**src/design/atm_pkg.sv**
```systemverilog
`timescale 1ns / 1ps
// Shared constants, types and helpers of the accelerometer trimmed-mean filter.
// Used by atm_cell, atm_acc, accel_trimmed_mean_filter and the testbench; depends on nothing.
package atm_pkg;

  localparam int AVERAGE_COUNT = 8;
  localparam int WIN_LEN       = AVERAGE_COUNT + 2;
  localparam int AVG_SHIFT     = $clog2(AVERAGE_COUNT);
  localparam int OUT_SHIFT     = 6;
  localparam int SAMPLE_W      = 16;
  localparam int SUM_W         = SAMPLE_W + $clog2(WIN_LEN);
  localparam int RES_W         = SAMPLE_W - OUT_SHIFT;
  localparam int RMP_W         = RES_W + 1;
  localparam int SM_W          = 10;
  localparam int PACK_W        = 3 * SM_W;
  localparam int CNT_W         = $clog2(WIN_LEN);
  localparam int MODE_W        = 2;

  typedef logic signed [SAMPLE_W-1:0] samp_t;
  typedef logic signed [SUM_W-1:0]    sum_t;
  typedef logic signed [RES_W-1:0]    res_t;
  typedef logic signed [RMP_W-1:0]    rmp_t;
  typedef logic        [SM_W-1:0]     sm_t;
  typedef logic        [CNT_W-1:0]    cnt_t;
  typedef logic        [MODE_W-1:0]   mode_t;

  localparam sum_t  AVG_BIAS = SUM_W'(AVERAGE_COUNT - 1);
  localparam cnt_t  CNT_LAST = CNT_W'(WIN_LEN - 1);

  localparam mode_t ORIENT_NONE = 2'd0;
  localparam mode_t ORIENT_YZ   = 2'd1;
  localparam mode_t ORIENT_ZY   = 2'd2;

  localparam logic  ACT_FILTER  = 1'b0;
  localparam logic  ACT_RESTART = 1'b1;

  typedef struct packed {
    samp_t x;
    samp_t y;
    samp_t z;
  } xyz_t;

  typedef struct packed {
    logic fill;
    logic shift;
    logic rotate;
  } cell_ctrl_t;

  typedef enum logic [2:0] {
    ST_IDLE = 3'b001,
    ST_RUN  = 3'b010,
    ST_DONE = 3'b100
  } state_t;

  function automatic sm_t to_sign_mag(input rmp_t v);
    rmp_t mag;
    sm_t  r;
    mag = -v;
    if (v < 0) begin
      r = {1'b1, mag[SM_W-2:0]};
    end else begin
      r = v[SM_W-1:0];
    end
    return r;
  endfunction

endpackage

```
**src/design/atm_cell.sv**
```systemverilog
`timescale 1ns / 1ps
// One window entry of the filter chain, holding an x, y and z sample.
// Depends on atm_pkg for the sample and control types.
module atm_cell (
  input  logic               clk,
  input  atm_pkg::cell_ctrl_t ctrl,
  input  atm_pkg::xyz_t      samp,
  input  atm_pkg::xyz_t      nbr,
  output atm_pkg::xyz_t      q
);

  atm_pkg::xyz_t val_r;
  atm_pkg::xyz_t val_nxt;

  always_comb begin
    val_nxt = val_r;
    priority if (ctrl.fill) begin
      val_nxt = samp;
    end else if (ctrl.shift || ctrl.rotate) begin
      val_nxt = nbr;
    end
  end

  always_ff @(posedge clk) begin
    val_r <= val_nxt;
  end

  assign q = val_r;

endmodule

```
**src/design/atm_acc.sv**
```systemverilog
`timescale 1ns / 1ps
// Per-axis running sum, minimum and maximum over the rotating window,
// plus the trimmed mean and output scaling. Depends on atm_pkg.
module atm_acc (
  input  logic           clk,
  input  logic           step,
  input  logic           first,
  input  atm_pkg::samp_t value,
  output atm_pkg::res_t  res
);

  atm_pkg::sum_t  sum_r, sum_nxt;
  atm_pkg::samp_t lo_r, lo_nxt;
  atm_pkg::samp_t hi_r, hi_nxt;
  atm_pkg::sum_t  val_ext;
  atm_pkg::sum_t  diff;
  atm_pkg::sum_t  biased;

  assign val_ext = atm_pkg::sum_t'(value);

  always_comb begin
    sum_nxt = sum_r;
    lo_nxt  = lo_r;
    hi_nxt  = hi_r;
    if (step) begin
      if (first) begin
        sum_nxt = val_ext;
        lo_nxt  = value;
        hi_nxt  = value;
      end else begin
        sum_nxt = sum_r + val_ext;
        lo_nxt  = (value < lo_r) ? value : lo_r;
        hi_nxt  = (value > hi_r) ? value : hi_r;
      end
    end
  end

  always_ff @(posedge clk) begin
    sum_r <= sum_nxt;
    lo_r  <= lo_nxt;
    hi_r  <= hi_nxt;
  end

  // round toward zero on the divide, floor on the output shift
  assign diff   = sum_r - atm_pkg::sum_t'(lo_r) - atm_pkg::sum_t'(hi_r);
  assign biased = diff[atm_pkg::SUM_W-1] ? diff + atm_pkg::AVG_BIAS : diff;
  assign res    = biased[atm_pkg::AVG_SHIFT + atm_pkg::OUT_SHIFT +: atm_pkg::RES_W];

endmodule

```
**src/design/accel_trimmed_mean_filter.sv**
```systemverilog
`timescale 1ns / 1ps
// Top level of the accelerometer trimmed-mean filter: cell chain, three
// accumulators, sequencer and output register. Depends on atm_pkg, atm_cell, atm_acc.
//
// Usage:
//   Input channel (in_valid/in_ready) carries in_action and signed 16-bit
//   in_sample_x/y/z. in_action = 0 filters a sample and yields one
//   transaction on the output channel; in_action = 1 restarts (the next
//   sample refills the whole window) and yields nothing.
//   Output channel (out_valid/out_ready) carries out_packed_xyz: three
//   10-bit sign-magnitude groups, x in 29:20, y in 19:10, z in 9:0.
//   cfg_we/cfg_wdata write the orientation mode at any idle cycle.
//   Timing: a sample enters the chain on acceptance, the chain rotates
//   through the whole window (one window entry per cycle into the
//   accumulators), then the DONE state forms and registers the result.
//   in_ready is low from acceptance until the result is registered, so a
//   new sample waits for the window walk. A restart leaves the block idle.
//   A stalled receiver holds the result in the output register; the next
//   sample is accepted meanwhile and its result waits in the final step
//   until the register drains.
//   Reset (rst_n low, synchronous) empties the window, clears out_valid
//   and sets the orientation mode to 0; out_packed_xyz is not reset.
module accel_trimmed_mean_filter (
  input  logic        clk,
  input  logic        rst_n,
  input  logic        in_valid,
  output logic        in_ready,
  input  logic        in_action,
  input  logic [15:0] in_sample_x,
  input  logic [15:0] in_sample_y,
  input  logic [15:0] in_sample_z,
  output logic        out_valid,
  input  logic        out_ready,
  output logic [29:0] out_packed_xyz,
  input  logic        cfg_we,
  input  logic [1:0]  cfg_wdata
);

  atm_pkg::state_t     state_r, state_nxt;
  atm_pkg::cnt_t       cnt_r, cnt_nxt;
  logic                filled_r, filled_nxt;
  atm_pkg::mode_t      mode_r, mode_nxt;
  logic                out_valid_r, out_valid_nxt;
  logic [atm_pkg::PACK_W-1:0] out_data_r, out_data_nxt;

  atm_pkg::cell_ctrl_t ctrl;
  atm_pkg::xyz_t       samp;
  atm_pkg::xyz_t       cell_q [atm_pkg::WIN_LEN];
  atm_pkg::xyz_t       cell_nbr [atm_pkg::WIN_LEN];
  atm_pkg::res_t       res_x, res_y, res_z;
  atm_pkg::rmp_t       fx, fy, fz, ey, ez;
  logic                in_take;
  logic                acc_step;
  logic                load_out;

  assign in_ready = (state_r == atm_pkg::ST_IDLE);
  assign in_take  = in_valid && in_ready;
  assign samp     = '{x: in_sample_x, y: in_sample_y, z: in_sample_z};
  assign acc_step = (state_r == atm_pkg::ST_RUN);
  assign load_out = (state_r == atm_pkg::ST_DONE) && (!out_valid_r || out_ready);

  always_comb begin
    ctrl.fill   = in_take && (in_action == atm_pkg::ACT_FILTER) && !filled_r;
    ctrl.shift  = in_take && (in_action == atm_pkg::ACT_FILTER) && filled_r;
    ctrl.rotate = acc_step;
  end

  genvar gi;
  generate
    for (gi = 0; gi < atm_pkg::WIN_LEN; gi++) begin : g_cell
      if (gi == atm_pkg::WIN_LEN - 1) begin : g_tail
        assign cell_nbr[gi] = ctrl.shift ? samp : cell_q[0];
      end else begin : g_body
        assign cell_nbr[gi] = cell_q[gi+1];
      end
      atm_cell u_cell (
        .clk  (clk),
        .ctrl (ctrl),
        .samp (samp),
        .nbr  (cell_nbr[gi]),
        .q    (cell_q[gi])
      );
    end
  endgenerate

  atm_acc u_acc_x (
    .clk(clk), .step(acc_step), .first(cnt_r == '0), .value(cell_q[0].x), .res(res_x)
  );
  atm_acc u_acc_y (
    .clk(clk), .step(acc_step), .first(cnt_r == '0), .value(cell_q[0].y), .res(res_y)
  );
  atm_acc u_acc_z (
    .clk(clk), .step(acc_step), .first(cnt_r == '0), .value(cell_q[0].z), .res(res_z)
  );

  // remap y and z by orientation mode
  always_comb begin
    fx = atm_pkg::rmp_t'(res_x);
    ey = atm_pkg::rmp_t'(res_y);
    ez = atm_pkg::rmp_t'(res_z);
    priority if (mode_r == atm_pkg::ORIENT_ZY) begin
      fy = -ez;
      fz = ey;
    end else if (mode_r != atm_pkg::ORIENT_NONE) begin
      fy = ez;
      fz = -ey;
    end else begin
      fy = ey;
      fz = ez;
    end
  end

  assign out_data_nxt = load_out ?
      {atm_pkg::to_sign_mag(fx), atm_pkg::to_sign_mag(fy), atm_pkg::to_sign_mag(fz)} :
      out_data_r;

  always_comb begin
    state_nxt     = state_r;
    cnt_nxt       = cnt_r;
    filled_nxt    = filled_r;
    mode_nxt      = cfg_we ? cfg_wdata : mode_r;
    out_valid_nxt = out_valid_r && !out_ready;
    unique case (state_r)
      atm_pkg::ST_IDLE: begin
        if (in_take) begin
          if (in_action == atm_pkg::ACT_RESTART) begin
            filled_nxt = 1'b0;
          end else begin
            filled_nxt = 1'b1;
            cnt_nxt    = '0;
            state_nxt  = atm_pkg::ST_RUN;
          end
        end
      end
      atm_pkg::ST_RUN: begin
        cnt_nxt = cnt_r + 1'b1;
        if (cnt_r == atm_pkg::CNT_LAST) begin
          state_nxt = atm_pkg::ST_DONE;
        end
      end
      atm_pkg::ST_DONE: begin
        if (load_out) begin
          out_valid_nxt = 1'b1;
          state_nxt     = atm_pkg::ST_IDLE;
        end
      end
      default: begin
        state_nxt = atm_pkg::ST_IDLE;
      end
    endcase
  end

  always_ff @(posedge clk) begin
    if (!rst_n) begin
      state_r     <= atm_pkg::ST_IDLE;
      cnt_r       <= '0;
      filled_r    <= 1'b0;
      mode_r      <= atm_pkg::ORIENT_NONE;
      out_valid_r <= 1'b0;
    end else begin
      state_r     <= state_nxt;
      cnt_r       <= cnt_nxt;
      filled_r    <= filled_nxt;
      mode_r      <= mode_nxt;
      out_valid_r <= out_valid_nxt;
    end
  end

  always_ff @(posedge clk) begin
    out_data_r <= out_data_nxt;
  end

  assign out_valid      = out_valid_r;
  assign out_packed_xyz = out_data_r;

  a_cnt_bound: assert property (@(posedge clk) disable iff (!rst_n)
    (state_r == atm_pkg::ST_RUN) |-> (cnt_r <= atm_pkg::CNT_LAST))
    else $error("window walk counter out of range");

  a_walk_len: assert property (@(posedge clk) disable iff (!rst_n)
    $rose(state_r == atm_pkg::ST_RUN) |-> ##(atm_pkg::WIN_LEN) (state_r == atm_pkg::ST_DONE))
    else $error("window walk did not take one cycle per entry");

  a_sample_fills: assert property (@(posedge clk) disable iff (!rst_n)
    (in_take && in_action == atm_pkg::ACT_FILTER) |=>
      (filled_r && state_r == atm_pkg::ST_RUN))
    else $error("sample did not mark window filled");

  a_restart: assert property (@(posedge clk) disable iff (!rst_n)
    (in_take && in_action == atm_pkg::ACT_RESTART) |=>
      (!filled_r && state_r == atm_pkg::ST_IDLE))
    else $error("restart did not empty window");

  a_hold_done: assert property (@(posedge clk) disable iff (!rst_n)
    (state_r == atm_pkg::ST_DONE && out_valid_r && !out_ready) |=>
      (state_r == atm_pkg::ST_DONE && $stable(out_data_r)))
    else $error("pending result overwrote a stalled transaction");

endmodule

```
**config.mk**
```make
export PLATFORM = sky130hd
export DESIGN_NAME = accel_trimmed_mean_filter
export DESIGN_NICKNAME = d
export VERILOG_FILES = /design/src/design/atm_pkg.sv /design/src/design/atm_cell.sv /design/src/design/atm_acc.sv /design/src/design/accel_trimmed_mean_filter.sv
export SDC_FILE = /design/constraint.sdc
export NUM_CORES = 1
export LEC_CHECK = 0
export ABC_AREA = 1
export BUFFER_PORTS_ARGS = -buffer_cell sky130_fd_sc_hd__buf_4
export CORE_UTILIZATION = 40
export CTS_BUF_LIST = sky130_fd_sc_hd__clkbuf_16
export DETAILED_ROUTE_END_ITERATION = 10
export GPL_TIMING_DRIVEN = 0
export PLACE_DENSITY = 0.57
export SYNTH_ARGS = -nofsm -noshare
export SYNTH_HDL_FRONTEND = slang
export SYNTH_HIERARCHICAL = 1
export SYNTH_SLANG_ARGS = --single-unit
```
**constraint.sdc**
```tcl
create_clock -name clk -period 6.35 [get_ports clk]
set_input_delay 0 -clock clk [delete_from_list [all_inputs] [get_ports clk]]
set_output_delay 0 -clock clk [all_outputs]
set_load 0.01 [all_outputs]
```
==> summary.md, run 1 <==
| Metric | Value |
|---|---|
| CTS buffer count | `roughly 80` |
| Distinct cells, synth | `54` |
| Largest net degree at the start of global routing | `between 40 and 50` |
| Period Utilization, post-route | `70.1%` |
| Post-Syn Instances | `about 4900` |
| CTS H-tree depth | `3` |
| Leak | `21.7 nW` |
| Routed vias/inst | `about 4.7` |
| Yosys warns | `6` |
| Core Area | `a little over 100000 um^2` |
| Worst Hold Launch | `cfg_wdata[0]` |
| Area after DPL | `~44000 um^2` |
| FP Rows | `between 100 and 150` |
| DR pass1 iterations | `5` |
| Initial antenna violation count | `0` |
| Worst Setup SP | `u_acc_z/sum_r[8]` |
| Area leader, netlist | `edfxtp_1` |
| Ys async rst share | `0%` |
| TritonCTS clock tree | `done` |
| CP Capture Type | `flop` |
| # IOs | `88` |
| Drt first-iter violations | `~1800` |
| Mapped Nets | `5203` |
| Gr usage total | `between 10% and 20%` |
| Core Util, Final | `roughly 46%` |
| # fillers | `9825` |
| HPWL after DPL | `76700 um` |
| Sw Ratio | `between 20% and 30%` |
| Peak supply drop | `between 0.00015 and 0.0002 V` |
| Crit path max fanout | `6` |
| WS Path Type | `reg2reg` |
| Synthesis-stage register bit count | `about 680` |
| Max-slew violation count | `0` |
| GP Congestion | `0.890` |
| CTS sink cnt | `677` |
| Die width | `approximately 320 um` |
| N_diodes | `0` |
| DRT Wirelength | `~100000 um` |
| Worst r2r src | `u_acc_z/sum_r[8]` |
| Layout cells sized above 1 | `roughly a tenth` |
| I/O Buffers | `slightly below 90` |
| Fmax | `0.224 GHz` |
| Fin crit period | `4.45 ns` |
| Worst Hold Class | `in2reg` |
| Setup Skew | `~0.034 ns` |
| Most common cell after layout, fill and taps aside | `nand2_1` |
| Max Cap Viol | `0` |
| Root buf cell | `clkbuf_16` |
| Die Y | `323 um` |
| Synth Flop Type | `edfxtp_1` |
| Initial core utilization | `between 40 and 50%` |
| Vias in the first global route | `between 20000 and 30000` |
| Clock network power share | `about 37%` |
| Crit path required time | `around 6.8 ns` |
| Total power | `between 10 and 15 mW` |
| Seq pwr share | `a little under half` |
| Sw power | `3.18 mW` |
| Final hold vios | `0` |
| Critical Path AT | `between 4 and 5 ns` |
| Worst slew margin | `approximately 45%` |
| Largest cells by area after synthesis | `edfxtp_1 48%, nand2_1 20%, ha_1 6.6%` |
| First-pass GRT wire length | `roughly 160000 um` |
| Post-synthesis sequential area ratio | `around 50%` |
| Syn-to-layout area delta | `14.2%` |
| Int Pwr | `8.46 mW` |
| Actual slew at the worst max-slew pin | `around 0.8 ns` |
| Synthesized area per cell | `8.48 um^2` |
| Startpoint types | `flop` |
| Share of the synthesized area in the top cell type | `between 40% and 50%` |
| Worst skew pair latency | `between 0.6 and 0.7 ns` |
| Cell Area, Synth | `between 40000 and 50000 um^2` |
| Pwr dens | `between 200 and 250 nW/um^2` |
| CTS max path bufs | `3` |
| DRT antenna net count | `0` |
| Setup violations, final | `0` |
| Gr ovfl total | `0` |
| Most frequent cells in the layout | `2237 x nand2_1, 666 x edfxtp_1, 484 x inv_1` |
| Status | `finished, final reports clean` |
| Drt drc | `0` |
| Final instance area | `around 47000 um^2` |
| Logic pwr share | `between 15 and 20%` |
| Worst-path clk slew | `0.06 ns` |
| CTS resizes | `0` |
| NumNets Final | `roughly 5400` |
| Die footprint | `105000 um^2` |
| Unrepaired setup endpoints after global routing | `false` |
| Drt wl/cell | `approximately 15 um` |
| EDFF count, synth | `~670` |
| Via count | `roughly 31000` |
## repair_timing
action | 4_1_cts | 5_1_grt
buffers inserted | 0 | 0
hold buffers | 59 | 0
endpoints found under the hold margin | 501 | 0
## sequential cells by signal, indices dropped and copies added (netlist names), 4 cells and up
register,flops
cnt_r,4
g_cell.u_cell/q,480
out_packed_xyz,30
u_acc_x/hi_r,16
u_acc_x/lo_r,16
u_acc_x/sum_r,20
u_acc_y/hi_r,16
u_acc_y/lo_r,16
u_acc_y/sum_r,20
u_acc_z/hi_r,16
u_acc_z/lo_r,16
u_acc_z/sum_r,20
## through the flow
step                cells  worst slack (ns)  setup TNS [ns]  hold WS, ns
detailed placement   6343              1.90               0        0.230
finish               6544              1.90               0        0.198
floorplan            4869              2.51               0        0.102
global route         6544              1.43               0        0.227
global placement     6324           -0.0189          -0.359        0.230
CTS                  6544              1.88               0        0.133
## power by group through the flow
stage,logic (mW),clock network [mW],registers (mW)
2_1_floorplan,1.24,0,5.54
3_3_place_gp,1.68,0,5.61
3_5_place_dp,1.75,0,5.59
4_1_cts,1.79,4.48,5.50
5_1_grt,2.05,4.65,5.53
6_report,1.79,4.35,5.50
## worst max-delay path, stage by stage, from the launching register on
cell,delay (ns)
edfxtp_1,0.42
fa_1,0.58
ha_1,0.41
nand2_1,0.12
inv_1,0.09
nand2_1,0.07
nand2_1,0.08
inv_1,0.09
nand3_1,0.07
nand2_1,0.08
nand2_2,0.10
nor2_2,0.16
nand2_1,0.08
nor2_2,0.16
nand2_1,0.08
xor2_1,0.47
nor2_1,0.17
nand2_1,0.14
nand2_1,0.06
nand2_1,0.05
nand2_1,0.04
nand2_1,0.12
nand3_1,0.13
o21ai_2,0.22
nand2_1,0.07
nand2_1,0.06
nand2_1,0.04
## synthesized netlist by cell type, drive strengths merged (13+ instances only)
library cell	n
xor2	34
nor3	22
nand4	48
a21oi	162
nand3b	15
edfxtp	666
xnor2	18
o21ai	108
or2	21
nand2	2288
inv	502
ha	218
nand3	214
clkbuf	13
mux2	48
fa	60
nor2	219
buf	113
## path summary, 6_finish.rpt
check / end / slack (ns) / depth (start not counted)
worst max-delay path: out_packed_xyz[18] / 1.90 / 26
worst min-delay path: mode_r[0] / 0.20 / 4
worst max register to register: out_packed_xyz[18] / 1.90 / 26
worst min register to register: g_cell[0].u_cell/q[13] / 0.50 / 2
## logic make-up after synthesis
group                    count (synthesis)  share of synthesized area [%]
multiplexers                            48                           1.31
XOR/XNOR                                52                           1.10
flip-flops                             677                           49.0
adder cells (fa/ha/maj)                278                           9.51
AO/OA/AOI/OAI                          345                           4.66
AND/OR/NAND/NOR                       2841                           28.1
buffers and inverters                  628                           6.39
## area by class of cell
cell class              count  area [um^2]  share of cell area, %
plain buffers             126          752                   1.59
clock buffers              79         1980                   4.19
clock inverters            63          526                   1.11
inverters                 502         1890                   4.00
multi-input cells        3564        18500                   39.2
flip-flops and latches    677        20200                   42.9
well taps                1368         1710                   3.63
repair buffers            165         1590                   3.38
## metal layers
metal | wire [um] | global-route usage [%]
met5 | 0 | 0
met4 | 2240 | 5.62
met3 | 3880 | 2.38
met2 | 45100 | 31.4
met1 | 48700 | 27.2
(Power assumes the default switching activity.)
==> inputs of run 2 (changes only) <==
==> constraint.sdc (replaced) <==
create_clock -name clk -period 4.2 [get_ports clk]
set_input_delay 0 -clock clk [delete_from_list [all_inputs] [get_ports clk]]
set_output_delay 0 -clock clk [all_outputs]
set_load 0.01 [all_outputs]
==> summary.md, run 2 (same netlist as run 1, synthesis figures left out) <==
| Metric | Value |
|---|---|
| Crit path required time | `4.60 ns (-2.15 ns)` |
| Initial antenna violation count | `0 (unchanged)` |
| Core Area | `102000 um^2 (unchanged)` |
| Setup Skew | `0.0349 ns (+0.000612 ns)` |
| Gr usage total | `19.5% (+0.062 points)` |
| Root buf cell | `clkbuf_16` |
| Worst Hold Class | `in2reg` |
| Drt drc | `0 (unchanged)` |
| # IOs | `88 (unchanged)` |
| NumNets Final | `5491 (+0.79%)` |
| Initial core utilization | `40.5% (unchanged)` |
| Die footprint | `105000 um^2 (unchanged)` |
| Actual slew at the worst max-slew pin | `0.894 ns (+0.0754 ns)` |
| GP Congestion | `0.890 (unchanged)` |
| Drt wl/cell | `15.3 um (+0.43%)` |
| Leak | `22.0 nW (+1.0%)` |
| Max-slew violation count | `0 (unchanged)` |
| Uppermost layer routed | `met4` |
| Most common cell after layout, fill and taps aside | `nand2_1` |
| CTS max path bufs | `3 (unchanged)` |
| Largest net degree at the start of global routing | `43 (unchanged)` |
| TritonCTS clock tree | `done` |
| Unrepaired setup endpoints after global routing | `true` |
| Peak supply drop | `0.000292 V (+49%)` |
| WS Path Type | `reg2reg` |
| Routed vias/inst | `4.73 (about the same)` |
| N_diodes | `0 (unchanged)` |
| Crit path max fanout | `6 (unchanged)` |
| Vias in the first global route | `29816 (+0.26%)` |
| Placed Cells | `6343 (unchanged)` |
| CP Capture Type | `flop` |
| DR pass1 iterations | `5 (unchanged)` |
| Layout cells sized above 1 | `14.4% (+3.9 points)` |
| Met3 WL | `4050 um (+4.6%)` |
| Multi-input gate area | `19300 um^2 (+4.4%)` |
| First-pass GRT wire length | `160000 um (+0.30%)` |
| Die Y | `323 um (unchanged)` |
| Worst slew margin | `40.2% (-5.0 points)` |
| Pre-CTS setup slack | `-0.252 ns (-2.15 ns)` |
| WHS | `0.197 ns (-0.000636 ns)` |
| Fin crit period | `4.05 ns (-0.408 ns)` |
| Max Cap Viol | `0 (unchanged)` |
| DRT antenna net count | `0 (unchanged)` |
| Final instance area | `48400 um^2 (+2.5%)` |
| Register area | `20200 um^2 (unchanged)` |
| Worst-path clk slew | `0.06 ns (about the same)` |
| CTS H-tree depth | `3 (unchanged)` |
| Syn-to-layout area delta | `17.1%` |
| # fillers | `9744 (-0.82%)` |
| Layout Cells excl Fill | `6587 (+0.66%)` |
| Metal-1 WL | `48900 um (+0.41%)` |
| Core Util, Final | `47.4% (+1.1 points)` |
| Gr ovfl total | `0 (unchanged)` |
| Drt first-iter violations | `1890 (+2.9%)` |
| HPWL after DPL | `76700 um (unchanged)` |
| Final hold vios | `0 (unchanged)` |
| Pwr dens | `367 nW/um^2 (+49%)` |
| Worst skew pair latency | `0.65 ns (about the same)` |
| DRT Wirelength | `101000 um (+1.1%)` |
| Most frequent cells in the layout | `2207 x nand2_1, 666 x edfxtp_1, 447 x inv_1` |
| Max reg flops | `480 (unchanged)` |
| TNS Setup | `0 ns (unchanged)` |
| Setup violations, final | `0 (unchanged)` |
| CTS buffer count | `78 (unchanged)` |
| Total power | `17.7 mW (+52%)` |
| Critical Path AT | `4.45 ns (-0.41 ns)` |
| Met2 routed wirelength | `45800 um (+1.6%)` |
| Die width | `323 um (unchanged)` |
| Fin worst setup slack | `0.154 ns (-1.74 ns)` |
| I/O Buffers | `87 (unchanged)` |
| Status | `finished, final reports clean` |
| Via count | `31126 (+0.58%)` |
| Fmax | `0.247 GHz (+10%)` |
| CTS sink cnt | `677 (unchanged)` |
| Period Utilization, post-route | `96.3% (+26 points)` |
| FP Rows | `117 (unchanged)` |
| Startpoint types | `flop` |
| Area after DPL | `44100 um^2 (unchanged)` |
==> run 2: cell types whose count changed in the layout (fill, tap and decap cells not counted), moves of 21 or more <==
cell and change:
buf_4 +40, nor2_1 -21, ha_1 -34, nand2_1 -30, nand2_2 +24, ha_4 +31
inv_2 +33, inv_1 -37
==> run 2: final timing paths <==
path / from / to / slack, ns / cells past startpoint
setup / recovery: u_acc_z/sum_r[7] / out_packed_xyz[18] / 0.15 / 23
hold reg to reg: g_cell[1].u_cell/q[13] / g_cell[0].u_cell/q[13] / 0.50 / 2
hold / removal: cfg_wdata[0] / mode_r[0] / 0.20 / 4
setup reg to reg: u_acc_z/sum_r[7] / out_packed_xyz[18] / 0.15 / 23
==> run 2: repair_timing <==
action / CTS / global route
buffers inserted: 8 / 35
endpoints found under the hold margin: 501 / 0
resized for setup: 45 / 166
pin swaps: 6 / 64
hold buffers: 59 / 0
endpoints found under the setup margin: 12 / 18
==> run 2: area by class of cell <==
| cell class | instances | area share (%) |
|---|---|---|
| Clock inverter | 63 | 1.09 |
| Inverter | 502 | 3.93 |
| Clock buffer | 79 | 4.09 |
| Buffer | 126 | 1.56 |
| Timing Repair Buffer | 208 | 4.00 |
| Multi-Input combinational cell | 3564 | 40.0 |
| Tap cell | 1368 | 3.54 |
| Sequential cell | 677 | 41.8 |
==> run 2: metal layers <==
metal	up-vias	global-route usage, %
li1	16417	-
met1	14017	27.3
met2	562	31.6
met3	130	2.39
met4	0	5.57
met5	-	0
==> run 2: report_power, final <==
| part | total, mW | internal (mW) | switching [mW] |
|---|---|---|---|
| sequential | 8.31 | 8.09 | 0.222 |
| combinational | 2.83 | 1.00 | 1.83 |
| clock | 6.59 | 3.77 | 2.82 |
==> run 2: worst max-delay path: stages, from the launching register on <==
cell	delay, ns
edfxtp_1	0.42
fa_2	0.65
ha_4	0.24
nand2_2	0.13
inv_1	0.07
a21oi_2	0.20
nand2_2	0.11
nand2_1	0.08
nand2_2	0.07
nand3_2	0.10
inv_1	0.07
nand2_2	0.16
xor2_4	0.22
inv_2	0.12
ha_4	0.25
nand2_2	0.06
nand3_2	0.08
inv_2	0.09
ha_1	0.16
nand3_1	0.12
o21ai_2	0.22
nand2_1	0.07
nand2_1	0.06
nand2_1	0.04
